`config.mk`:
```
export PLATFORM = sky130hd
export DESIGN_NAME = scsi_cdb_to_ata_fis_translator
export DESIGN_NICKNAME = d
export VERILOG_FILES = /design/src/sat_pkg.sv /design/src/sat_csr.sv /design/src/sat_xlate.sv /design/src/scsi_cdb_to_ata_fis_translator.sv
export SDC_FILE = /design/constraint.sdc
export NUM_CORES = 1
export LEC_CHECK = 0
export BUFFER_PORTS_ARGS = -buffer_cell sky130_fd_sc_hd__buf_4
export CAP_MARGIN = 25
export CORE_MARGIN = 2
export CORE_UTILIZATION = 35
export DETAILED_ROUTE_END_ITERATION = 10
export PLACE_DENSITY = 0.62
export SLEW_MARGIN = 20
export SYNTH_ARGS = -nofsm -noshare
export SYNTH_HDL_FRONTEND = slang
export SYNTH_SLANG_ARGS = --single-unit
```
`constraint.sdc`:
```
create_clock -name clock -period 21.1 [get_ports clock]
set_clock_uncertainty 0.2 [all_clocks]
set_input_delay 4.22 -clock clock [delete_from_list [all_inputs] [get_ports clock]]
set_output_delay 4.22 -clock clock [all_outputs]
set_load 0.01 [all_outputs]
```
`src/sat_pkg.sv`:
```
// Types and constants of the SCSI CDB to ATA FIS translator.
package sat_pkg;

   // Result status codes.
   localparam logic [2:0] ST_OK       = 3'd0;
   localparam logic [2:0] ST_DISPATCH = 3'd1;
   localparam logic [2:0] ST_INVALID  = 3'd2;
   localparam logic [2:0] ST_LENERR   = 3'd3;
   localparam logic [2:0] ST_NOTAVAIL = 3'd4;
   localparam logic [2:0] ST_SCSIERR  = 3'd5;

   // SCSI opcodes.
   localparam logic [7:0] OP_TEST_UNIT_READY = 8'h00;
   localparam logic [7:0] OP_REQUEST_SENSE   = 8'h03;
   localparam logic [7:0] OP_READ6           = 8'h08;
   localparam logic [7:0] OP_WRITE6          = 8'h0A;
   localparam logic [7:0] OP_INQUIRY         = 8'h12;
   localparam logic [7:0] OP_START_STOP      = 8'h1B;
   localparam logic [7:0] OP_PREVENT_ALLOW   = 8'h1E;
   localparam logic [7:0] OP_READ_CAP10      = 8'h25;
   localparam logic [7:0] OP_READ10          = 8'h28;
   localparam logic [7:0] OP_WRITE10         = 8'h2A;
   localparam logic [7:0] OP_SYNC_CACHE      = 8'h35;
   localparam logic [7:0] OP_PASS_THRU16     = 8'h85;
   localparam logic [7:0] OP_READ16          = 8'h88;
   localparam logic [7:0] OP_WRITE16         = 8'h8A;
   localparam logic [7:0] OP_READ_CAP16      = 8'h9E;
   localparam logic [7:0] OP_PASS_THRU12     = 8'hA1;
   localparam logic [7:0] OP_READ12          = 8'hA8;
   localparam logic [7:0] OP_WRITE12         = 8'hAA;

   // Service action expected in byte 1 of READ CAPACITY 16.
   localparam logic [7:0] SA_READ_CAP16 = 8'h10;

   // ATA command opcodes.
   localparam logic [7:0] ATA_READ_DMA        = 8'hC8;
   localparam logic [7:0] ATA_WRITE_DMA       = 8'hCA;
   localparam logic [7:0] ATA_READ_DMA_EXT    = 8'h25;
   localparam logic [7:0] ATA_WRITE_DMA_EXT   = 8'h35;
   localparam logic [7:0] ATA_READ_FPDMA      = 8'h60;
   localparam logic [7:0] ATA_WRITE_FPDMA     = 8'h61;
   localparam logic [7:0] ATA_FLUSH_CACHE     = 8'hE7;

   localparam logic [7:0] ATA_DEV_LBA = 8'h40;

   // Length limits and ranges.
   localparam logic [31:0] INQUIRY_MIN_LEN = 32'd36;
   localparam logic [31:0] RCAP16_MIN_LEN  = 32'd32;
   localparam logic [31:0] RCAP10_MIN_LEN  = 32'd8;
   localparam logic [32:0] COUNT_SIX_ZERO  = 33'h100;
   localparam logic [32:0] COUNT_LBA28_MAX = 33'h100;
   localparam logic [32:0] COUNT_MAX       = 33'h10000;
   localparam logic [63:0] RCAP10_CLAMP    = 64'h0000_0000_FFFF_FFFF;

   // Configuration register indexes (paddr[4:3]).
   localparam logic [1:0] REG_CAPACITY  = 2'd0;
   localparam logic [1:0] REG_NCQ_DEPTH = 2'd1;
   localparam logic [1:0] REG_HOST_NCQ  = 2'd2;

   typedef struct packed {
      logic [63:0] cdb_low;
      logic [63:0] cdb_high;
      logic [31:0] buffer_len;
      logic        polled;
      logic [4:0]  slot_tag;
   } sat_req_type;

   typedef struct packed {
      logic [2:0]  status;
      logic [7:0]  ata_command;
      logic        is_write;
      logic        use_ncq;
      logic        poll_mode;
      logic [47:0] lba_sent;
      logic [7:0]  device_byte;
      logic [7:0]  count_low;
      logic [7:0]  count_high;
      logic [7:0]  features_low;
      logic [7:0]  features_high;
      logic [63:0] last_lba;
   } sat_rsp_type;

   typedef struct packed {
      logic [47:0] capacity_sectors;
      logic [5:0]  ncq_depth;
      logic        host_supports_ncq;
   } sat_cfg_type;

endpackage

```
`src/sat_csr.sv`:
```
// Configuration registers of the translator behind an APB-style port.
module sat_csr (
   input  logic                 clock,
   input  logic                 reset,
   input  logic                 psel,
   input  logic                 penable,
   input  logic                 pwrite,
   input  logic [4:0]           paddr,
   input  logic [63:0]          pwdata,
   output logic [63:0]          prdata,
   output logic                 pready,
   output sat_pkg::sat_cfg_type cfg
);
   import sat_pkg::*;

   logic [47:0] capacity_ff, capacity_in;
   logic [5:0]  depth_ff, depth_in;
   logic        host_ncq_ff, host_ncq_in;
   logic        wr_en;
   logic [1:0]  reg_idx;

   assign pready  = 1'b1;
   assign wr_en   = psel & penable & pwrite & pready;
   assign reg_idx = paddr[4:3];

   always_comb begin
      capacity_in = capacity_ff;
      depth_in    = depth_ff;
      host_ncq_in = host_ncq_ff;
      if (wr_en) begin
         unique case (reg_idx)
            REG_CAPACITY:  capacity_in = pwdata[47:0];
            REG_NCQ_DEPTH: depth_in    = pwdata[5:0];
            REG_HOST_NCQ:  host_ncq_in = pwdata[0];
            default: ;
         endcase
      end
   end

   always_ff @(posedge clock) begin
      if (reset) begin
         capacity_ff <= '0;
         depth_ff    <= 6'd1;
         host_ncq_ff <= 1'b0;
      end else begin
         capacity_ff <= capacity_in;
         depth_ff    <= depth_in;
         host_ncq_ff <= host_ncq_in;
      end
   end

   always_comb begin
      unique case (reg_idx)
         REG_CAPACITY:  prdata = {16'd0, capacity_ff};
         REG_NCQ_DEPTH: prdata = {58'd0, depth_ff};
         REG_HOST_NCQ:  prdata = {63'd0, host_ncq_ff};
         default:       prdata = '0;
      endcase
   end

   assign cfg.capacity_sectors  = capacity_ff;
   assign cfg.ncq_depth         = depth_ff;
   assign cfg.host_supports_ncq = host_ncq_ff;

endmodule

```
`src/sat_xlate.sv`:
```
// Combinational decode of one CDB into a FIS or a completion status.
module sat_xlate (
   input  sat_pkg::sat_req_type req,
   input  sat_pkg::sat_cfg_type cfg,
   output sat_pkg::sat_rsp_type rsp
);
   import sat_pkg::*;

   logic [7:0]   b [16];
   logic [127:0] cdb;
   logic [7:0]   op;
   logic         rw;
   logic         six;
   logic         wr;
   logic         ncq_ok;
   logic [63:0]  lba;
   logic [32:0]  count;
   logic [63:0]  last_raw;

   assign cdb = {req.cdb_high, req.cdb_low};
   assign op  = b[0];
   assign wr  = op[1];

   always_comb begin
      for (int i = 0; i < 16; i++) begin
         b[i] = cdb[8*i +: 8];
      end
   end

   assign ncq_ok   = (cfg.ncq_depth > 6'd1) && cfg.host_supports_ncq && !req.polled;
   assign last_raw = {16'd0, cfg.capacity_sectors} - 64'd1;

   // Field extraction for the read and write forms.
   always_comb begin
      rw    = 1'b1;
      six   = 1'b0;
      lba   = '0;
      count = '0;
      unique case (op) inside
         OP_READ6, OP_WRITE6: begin
            six   = 1'b1;
            lba   = {43'd0, b[1][4:0], b[2], b[3]};
            count = (b[4] == 8'd0) ? COUNT_SIX_ZERO : {25'd0, b[4]};
         end
         OP_READ10, OP_WRITE10: begin
            lba   = {32'd0, b[2], b[3], b[4], b[5]};
            count = {17'd0, b[7], b[8]};
         end
         OP_READ12, OP_WRITE12: begin
            lba   = {32'd0, b[2], b[3], b[4], b[5]};
            count = {1'b0, b[6], b[7], b[8], b[9]};
         end
         OP_READ16, OP_WRITE16: begin
            lba   = {b[2], b[3], b[4], b[5], b[6], b[7], b[8], b[9]};
            count = {1'b0, b[10], b[11], b[12], b[13]};
         end
         default: rw = 1'b0;
      endcase
   end

   always_comb begin
      rsp        = '0;
      rsp.status = ST_INVALID;
      if (rw) begin
         if (!six && count == 33'd0) begin
            // A zero-length transfer has nothing to move.
            rsp.status = ST_OK;
         end else if (count > COUNT_MAX || lba[63:48] != 16'd0) begin
            rsp.status = ST_INVALID;
         end else begin
            rsp.status      = ST_DISPATCH;
            rsp.is_write    = wr;
            rsp.poll_mode   = req.polled;
            rsp.device_byte = ATA_DEV_LBA;
            if (ncq_ok) begin
               rsp.ata_command   = wr ? ATA_WRITE_FPDMA : ATA_READ_FPDMA;
               rsp.use_ncq       = 1'b1;
               rsp.lba_sent      = lba[47:0];
               rsp.count_low     = {req.slot_tag, 3'b000};
               rsp.features_low  = count[7:0];
               rsp.features_high = count[15:8];
            end else if (count > COUNT_LBA28_MAX || lba[47:28] != 20'd0) begin
               rsp.ata_command = wr ? ATA_WRITE_DMA_EXT : ATA_READ_DMA_EXT;
               rsp.lba_sent    = lba[47:0];
               rsp.count_low   = count[7:0];
               rsp.count_high  = count[15:8];
            end else begin
               // A count of 256 wraps to 0 in the 8-bit field.
               rsp.ata_command = wr ? ATA_WRITE_DMA : ATA_READ_DMA;
               rsp.lba_sent    = {24'd0, lba[23:0]};
               rsp.device_byte = ATA_DEV_LBA | {4'd0, lba[27:24]};
               rsp.count_low   = count[7:0];
            end
         end
      end else begin
         unique case (op) inside
            OP_TEST_UNIT_READY, OP_START_STOP, OP_PREVENT_ALLOW:
               rsp.status = ST_OK;
            OP_REQUEST_SENSE:
               rsp.status = ST_SCSIERR;
            OP_INQUIRY: begin
               if (b[1][0])
                  rsp.status = ST_NOTAVAIL;
               else if (req.buffer_len < INQUIRY_MIN_LEN)
                  rsp.status = ST_LENERR;
               else
                  rsp.status = ST_OK;
            end
            OP_PASS_THRU16, OP_PASS_THRU12:
               rsp.status = ST_NOTAVAIL;
            OP_SYNC_CACHE: begin
               rsp.status      = ST_DISPATCH;
               rsp.ata_command = ATA_FLUSH_CACHE;
            end
            OP_READ_CAP16: begin
               if (b[1] != SA_READ_CAP16) begin
                  rsp.status = ST_INVALID;
               end else if (req.buffer_len < RCAP16_MIN_LEN) begin
                  rsp.status = ST_LENERR;
               end else begin
                  rsp.status   = ST_OK;
                  rsp.last_lba = last_raw;
               end
            end
            OP_READ_CAP10: begin
               if (req.buffer_len < RCAP10_MIN_LEN) begin
                  rsp.status = ST_LENERR;
               end else begin
                  rsp.status   = ST_OK;
                  rsp.last_lba = (last_raw[63:32] != 32'd0) ? RCAP10_CLAMP : last_raw;
               end
            end
            default: rsp.status = ST_INVALID;
         endcase
      end
   end

endmodule

```
`src/scsi_cdb_to_ata_fis_translator.sv`:
```
// Top level of the SCSI CDB to ATA host-to-device FIS translator.
//
// The translator takes one SCSI disk CDB per transfer on the req_ channel and
// returns exactly one result per CDB on the rsp_ channel, in order. Each
// CDB passes an input register, one stage of decode logic and a result
// register. A result is offered on rsp_valid once its request has passed
// the input register and the result register. While rsp_ready stays
// high, a new request can be taken in every cycle: one transfer per cycle
// sustained.
// The result register decouples the two sides: while a finished result waits
// for rsp_ready, the input register still takes the next CDB, and only when
// both registers hold work does req_ready drop. Reads and writes of 6, 10,
// 12 and 16 bytes become a DMA FIS in NCQ (FPDMA), LBA48 or LBA28 form;
// SYNCHRONIZE CACHE becomes FLUSH CACHE; READ CAPACITY reports the last LBA
// from capacity_sectors; the remaining opcodes complete with a status only.
// FIS fields are zero unless the status is dispatch, and last_lba is zero
// unless a READ CAPACITY completes successfully. The registers capacity_sectors
// (byte address 0), ncq_depth (address 8) and host_supports_ncq (address 16)
// sit behind a 64-bit APB-style port. The user must write them only while the
// block holds no request in flight; the block itself does not enforce it.
module scsi_cdb_to_ata_fis_translator (
   input  logic                 clock,
   input  logic                 reset,
   // Request channel.
   input  logic                 req_valid,
   output logic                 req_ready,
   input  sat_pkg::sat_req_type req_payload,
   // Result channel.
   output logic                 rsp_valid,
   input  logic                 rsp_ready,
   output sat_pkg::sat_rsp_type rsp_payload,
   // Configuration port.
   input  logic                 psel,
   input  logic                 penable,
   input  logic                 pwrite,
   input  logic [4:0]           paddr,
   input  logic [63:0]          pwdata,
   output logic [63:0]          prdata,
   output logic                 pready
);
   import sat_pkg::*;

   sat_cfg_type cfg;

   // Input register stage.
   logic        in_valid_ff, in_valid_in;
   sat_req_type in_data_ff, in_data_in;

   // Result register stage.
   logic        out_valid_ff, out_valid_in;
   sat_rsp_type out_data_ff, out_data_in;

   sat_rsp_type xlate_rsp;
   logic        req_xfer;
   logic        advance;

   sat_csr u_csr (
      .clock   (clock),
      .reset   (reset),
      .psel    (psel),
      .penable (penable),
      .pwrite  (pwrite),
      .paddr   (paddr),
      .pwdata  (pwdata),
      .prdata  (prdata),
      .pready  (pready),
      .cfg     (cfg)
   );

   sat_xlate u_xlate (
      .req (in_data_ff),
      .cfg (cfg),
      .rsp (xlate_rsp)
   );

   // The decoded item moves on whenever the result register is empty or
   // its result is being transferred out in this cycle.
   assign advance   = in_valid_ff && (!out_valid_ff || rsp_ready);
   assign req_ready = !in_valid_ff || advance;
   assign req_xfer  = req_valid && req_ready;

   always_comb begin
      in_valid_in  = in_valid_ff;
      in_data_in   = in_data_ff;
      out_valid_in = out_valid_ff;
      out_data_in  = out_data_ff;
      if (advance) begin
         in_valid_in = 1'b0;
      end
      if (req_xfer) begin
         in_valid_in = 1'b1;
         in_data_in  = req_payload;
      end
      if (out_valid_ff && rsp_ready) begin
         out_valid_in = 1'b0;
      end
      if (advance) begin
         out_valid_in = 1'b1;
         out_data_in  = xlate_rsp;
      end
   end

   always_ff @(posedge clock) begin
      if (reset) begin
         in_valid_ff  <= 1'b0;
         out_valid_ff <= 1'b0;
      end else begin
         in_valid_ff  <= in_valid_in;
         out_valid_ff <= out_valid_in;
      end
   end

   // Payload registers carry no reset.
   always_ff @(posedge clock) begin
      in_data_ff  <= in_data_in;
      out_data_ff <= out_data_in;
   end

   assign rsp_valid   = out_valid_ff;
   assign rsp_payload = out_data_ff;

endmodule

```
## Word-level counts from Yosys, hierarchy flattened

Cells that the tools add are included.
W data, S select, Z words.

| storage, ports and cells | value |
|---|---|
| flip-flop bits (word level) | 373 |
| input port bits | 242 |
| output and inout port bits | 233 |
| word-level logic and storage cells | 137 |

| cells by class | value |
|---|---|
| $add $sub $neg | 1 |
| order comparisons | 6 |
| eq/ne operators | 20 |
| muxes and demuxes | 41 |
| bitwise operators | 5 |
| reduce and logical (&&, ||, !) cells | 39 |

Operators with widths:

| kind | number |
|---|---|
| $mux W64 | 4 |
| $mux W99 | 2 |
| $pmux W64 S3 | 1 |
| $pmux W48 S3 | 1 |
| $pmux W32 S4 | 1 |
| $pmux W64 S2 | 1 |
| $mux W48 | 2 |
| $lt A32 B6 Y1 const B | 2 |
| $eq A8 B8 Y1 const B | 7 |
| $sub A48 B1 Y49 const B | 1 |
| $mux W8 | 6 |
| $gt A33 B17 Y1 const B | 1 |
| $gt A33 B9 Y1 const B | 1 |
| $logic_not A33 Y1 | 1 |
| $eq A8 B6 Y1 const B | 4 |
| $lt A32 B4 Y1 const B | 1 |
| $reduce_bool A32 Y1 | 1 |
| $eq A8 B5 Y1 const B | 3 |
| $pmux W3 S7 | 1 |
| $reduce_bool A20 Y1 | 1 |
| $eq A8 B4 Y1 const B | 2 |
| $logic_not A8 Y1 | 2 |
| $mux W16 | 1 |
| $reduce_bool A16 Y1 | 1 |
| 25 further kinds | 64 |

## Depth between registers and ports, before layout

| logic depth | value |
|---|---|
| word-level depth | 10 |
| depth in mapped cells | 10 |
| depth with buffers taken out | 8 |

## Modules after synthesis

From an unflattened synthesis, not the netlist that was laid out.

| second synthesis, totals | value |
|---|---|
| cells, all modules | 1278 |
| area total of the unflattened synthesis | 16858.7 um^2 |

Modules (own cells, without submodules):

| module | instances | cells an instance | area each (um^2) | sequential area each (um^2) |
|---|---|---|---|---|
| scsi_cdb_to_ata_fis_translator | 1 | 342 | 10073.4 | 10009.6 |
| sat_xlate | 1 | 618 | 3811.2 | 0.0 |
| sat_csr | 1 | 318 | 2974.1 | 1101.1 |

## Least setup slack after synthesis

No wires, ideal clock.

| path | value |
|---|---|
| path type | input to register |
| from | in rsp_ready |
| to | reg out_data_ff, in the netlist rsp_payload[0], enable pin |
| setup time | 675 ps |
| arrival time | 10839 ps |
| required time | 20225 ps |
| path slack | 9386 ps |
| stages on the path | 2 |
| path buffers | 0 |
| cell sequence | nor2b_1 > nor2b_1 |

| between the ends | value |
|---|---|
| cells in the longest elaborated chain, start to end | 2 |

RTL lines:

| item | RTL line | text |
|---|---|---|
| start: declaration | scsi_cdb_to_ata_fis_translator.sv:30 | `input logic rsp_ready,` |
| $logic_or A1 B1 Y1 | scsi_cdb_to_ata_fis_translator.sv:78 | `assign advance = in_valid_ff && (!out_valid_ff \|\| rsp_ready);` |
| $logic_and A1 B1 Y1 | scsi_cdb_to_ata_fis_translator.sv:78 |  |
| via advance | scsi_cdb_to_ata_fis_translator.sv:55 | `logic advance;` |
| end signal: assignment | scsi_cdb_to_ata_fis_translator.sv:116 | `out_data_ff <= out_data_in;` |
| end: declaration | scsi_cdb_to_ata_fis_translator.sv:51 | `sat_rsp_type out_data_ff, out_data_in;` |

The timed path passes the listed nets, and every way through them passes these cells.
A chain may end at the register's enable or synchronous reset.

## Worst setup path in the final report

| path | value |
|---|---|
| from | in paddr[4] |
| to | out prdata[40] |

| between the ends | value |
|---|---|
| cells in the longest elaborated chain, start to end | 2 |
| elaborated cells on any way between the ends | 4 |
| classes of those cells | eq/ne (2); mux (1); reduce/logical (1) |

RTL lines:

| item | RTL line | text |
|---|---|---|
| start: declaration | scsi_cdb_to_ata_fis_translator.sv:36 | `input logic [4:0] paddr,` |
| $eq A2 B2 Y1 (tied with other cells) | sat_csr.sv:53 | `unique case (reg_idx)` |
| $pmux W48 S3 (*) | sat_csr.sv:53 |  |
| end: declaration | scsi_cdb_to_ata_fis_translator.sv:38 | `output logic [63:0] prdata,` |

Mark *: on every way between the ends. The rest lies on a longest branch, timed or not.

==> flow_summary.toml <==
[sta]
period_needed_ns = 9.89
tightest_slew_ns = 1.01
max_slew_margin_pct = 32.5
finalHoldViolCount = 0
fmax_mhz = 101
min_period_over_period_pct = 46.9
maxSlewViolCount = 0
rsz0062_at_grt = "false"
timing.final.ws_setup_ns = 11.21
hold_ws_ns = 0.297
finalSetupViolations = 0
setup-tns-final_ns = 0

[die]
initial_core_util_pct = 35.7
fp.dieW_um = 214
die_y_um = 214
coreArea_mm2 = 0.0433
pin_count = 475
die_area_mm2 = 0.0458
row_count = 76

[yosys]
synth_top_cell_by_area = "edfxtp_1"
synth.top_cells.by_area = "edfxtp_1 58%, dfxtp_1 7.4%, nand2_1 3.6%"
synth.most_common_cell = "edfxtp_1"
ys_warn_count = 0
yosysUniqueCellTypes = 76
synth_flop_cell = "edfxtp_1"
synth_edf_count = 296
postSynthCellCount = 1262
synth_commonest_cells = "296 x edfxtp_1, 146 x nand2_1, 109 x nor2_1, 65 x a21oi_1, 61 x clkbuf_1"
ys_ff_latch = 353
seq_area_frac_synth_pct = 65.0
synth_top_area_share_pct = 57.6
async_flop_share_pct = 0
netlist_area_mm2 = 0.0154
avgSynthCellArea_um2 = 12.2

[power]
vdd_ir_drop_max_v = 0.0000591
power-per-cell-area_mw_per_mm2 = 80.1
p_leak_nw = 7.61

[detailed_routing]
wl_per_cell_um = 21.6
viasPerCell = 5.20
drc_errors = 0
finalWirelength_um = 48800
drt.antenna.violating_nets = 0
drt_iter0_markers = 936
num_vias = 11738
first_pass_iters = 7

[layout]
n_antenna_cell = 0
layout.nets = 1885
areaGrowthSynthToFinish_pct = 30.3
fill_cells = 4058
drive_above_1_share_pct = 31.2
final_cells = 2257
multi_input_area_mm2 = 0.00484
regArea_mm2 = 0.0100

[global_route]
grt_pass1_wl_um = 72500
grt_pass1_vias = 11717
grt_max_degree = 149
globalRouteOverflowTotal = 0
track_usage_pct = 20.8
antenna_found_initial = 0

[placed_design]
dp_cells = 2184
io_buffers = 417
pre_cts_slack_ns = 11.22
place_hpwl_um = 35600
gp_congestion = 0.918

[cts]
cts_tree = "done"
cts_max_level = 2
cts.sinks = 353
clk_path_buf_depth = 3
postCtsSetupBuffers = 0
cts_inserted_buffers = 40
clkLatencyLatePin_ns = 0.56
path_clk_slew_ns = 0.06
clockRootBuffer = "clkbuf_16"
ctsHoldBuffers = 0
cts_resized = 0

[critical_path]
setup.worst_path.start_class = "input pin"
slowest_delay_ns = 0.55
endpoint_kind = "output port"
crit_type = "input pin to output port"
arrival_ns = 5.47
slowest_stage = "nor2_2"
required_ns = 16.68
worstPathCellList = "buf_4 > nor2_2 > buf_8 > and2_1 > buf_4"
path_common_cell = "buf_4"
crit_fanout = 22

[status]
outcome = "completed"

[hold_path]
hold_class = "flip-flop to flip-flop"

[flow_run]
max-cap-violations = 0
==> cell usage in the layout (no fill, tap or decap), types with 7 or more instances in the layout <==
master	n
clkbuf_1	10
clkbuf_16	40
nand3_1	10
a222oi_1	21
or4_1	9
a22oi_1	11
and2_1	42
dfxtp_1	57
nor4_1	44
nor4b_1	8
clkinv_1	11
nor3_1	58
inv_1	10
buf_4	429
xor2_1	15
nand4_1	13
edfxtp_1	296
and3_1	17
conb_1	20
or3_1	10
nor2_1	108
a21oi_1	65
or2_2	7
nor3b_1	9
o21ai_0	19
mux2i_1	30
o211ai_1	26
xnor2_1	30
nand2_1	146
==> logic make-up after synthesis <==
family / synth area share [%]
simple gates: 17.1
buf+inv: 4.25
other cells: 0.0487
xor+xnor: 2.56
fa+ha+maj: 0.0811
mux: 2.53
compound gates: 8.42
flops: 65.0
==> final cells by class <==
| class | count | share of cell area, % |
|---|---|---|
| multi-input combinational | 805 | 24.1 |
| timing repair buffer | 432 | 16.3 |
| clock inverter | 20 | 0.610 |
| inverter | 10 | 0.187 |
| sequential | 353 | 49.9 |
| tap | 585 | 3.64 |
| clock buffer | 52 | 5.30 |
==> flip-flops by register name, indices dropped and copies added, names as in the netlist <==
signal,cells
rsp_valid,1
rsp_payload,148
in_data_ff,148
u_csr.capacity_ff,48
u_csr.host_ncq_ff,1
in_valid_ff,1
u_csr.depth_ff,6
==> stage by stage <==
step	util, %	total power, mW	instance area (um^2)
CTS	46.4	1.63	20100
detailed placement	43.7	0.986	18900
global placement	43.6	0.983	18900
floorplan	-	0.908	15500
global route	46.5	1.67	20100
finish	46.5	1.61	20100
==> per-layer routing <==
layer | GRT usage [%] | part of all wire, % | vias up
li1 | - | - | 5428
met1 | 24.8 | 39 | 5655
met2 | 35.9 | 50 | 561
met3 | 5.27 | 8.3 | 94
met4 | 8.18 | 3.4 | 0
met5 | 0 | 0 | -
==> worst max-delay path, delay by kind of cell <==
family / cells / cell delay, ns
buffers and inverters: 3 / 0.54
AND/OR/NAND/NOR: 2 / 0.70
==> report_power, final <==
part / switching (mW) / internal (mW)
Combinational: 0.0841 / 0.0725
Sequential: 0.0237 / 0.791
Clock: 0.280 / 0.358
==> path summary, 6_finish.rpt <==
| path | start | endpoint | slack (ns) | cells after the start |
|---|---|---|---|---|
| max | paddr[4] | prdata[40] | 11.21 | 5 |
| min | u_csr.capacity_ff[1] | u_csr.capacity_ff[1] | 0.30 | 2 |
| max reg2reg | in_data_ff[107] | rsp_payload[118] | 16.66 | 8 |
| min reg2reg | u_csr.capacity_ff[1] | u_csr.capacity_ff[1] | 0.30 | 2 |
Power figures use the tool's default switching activity.
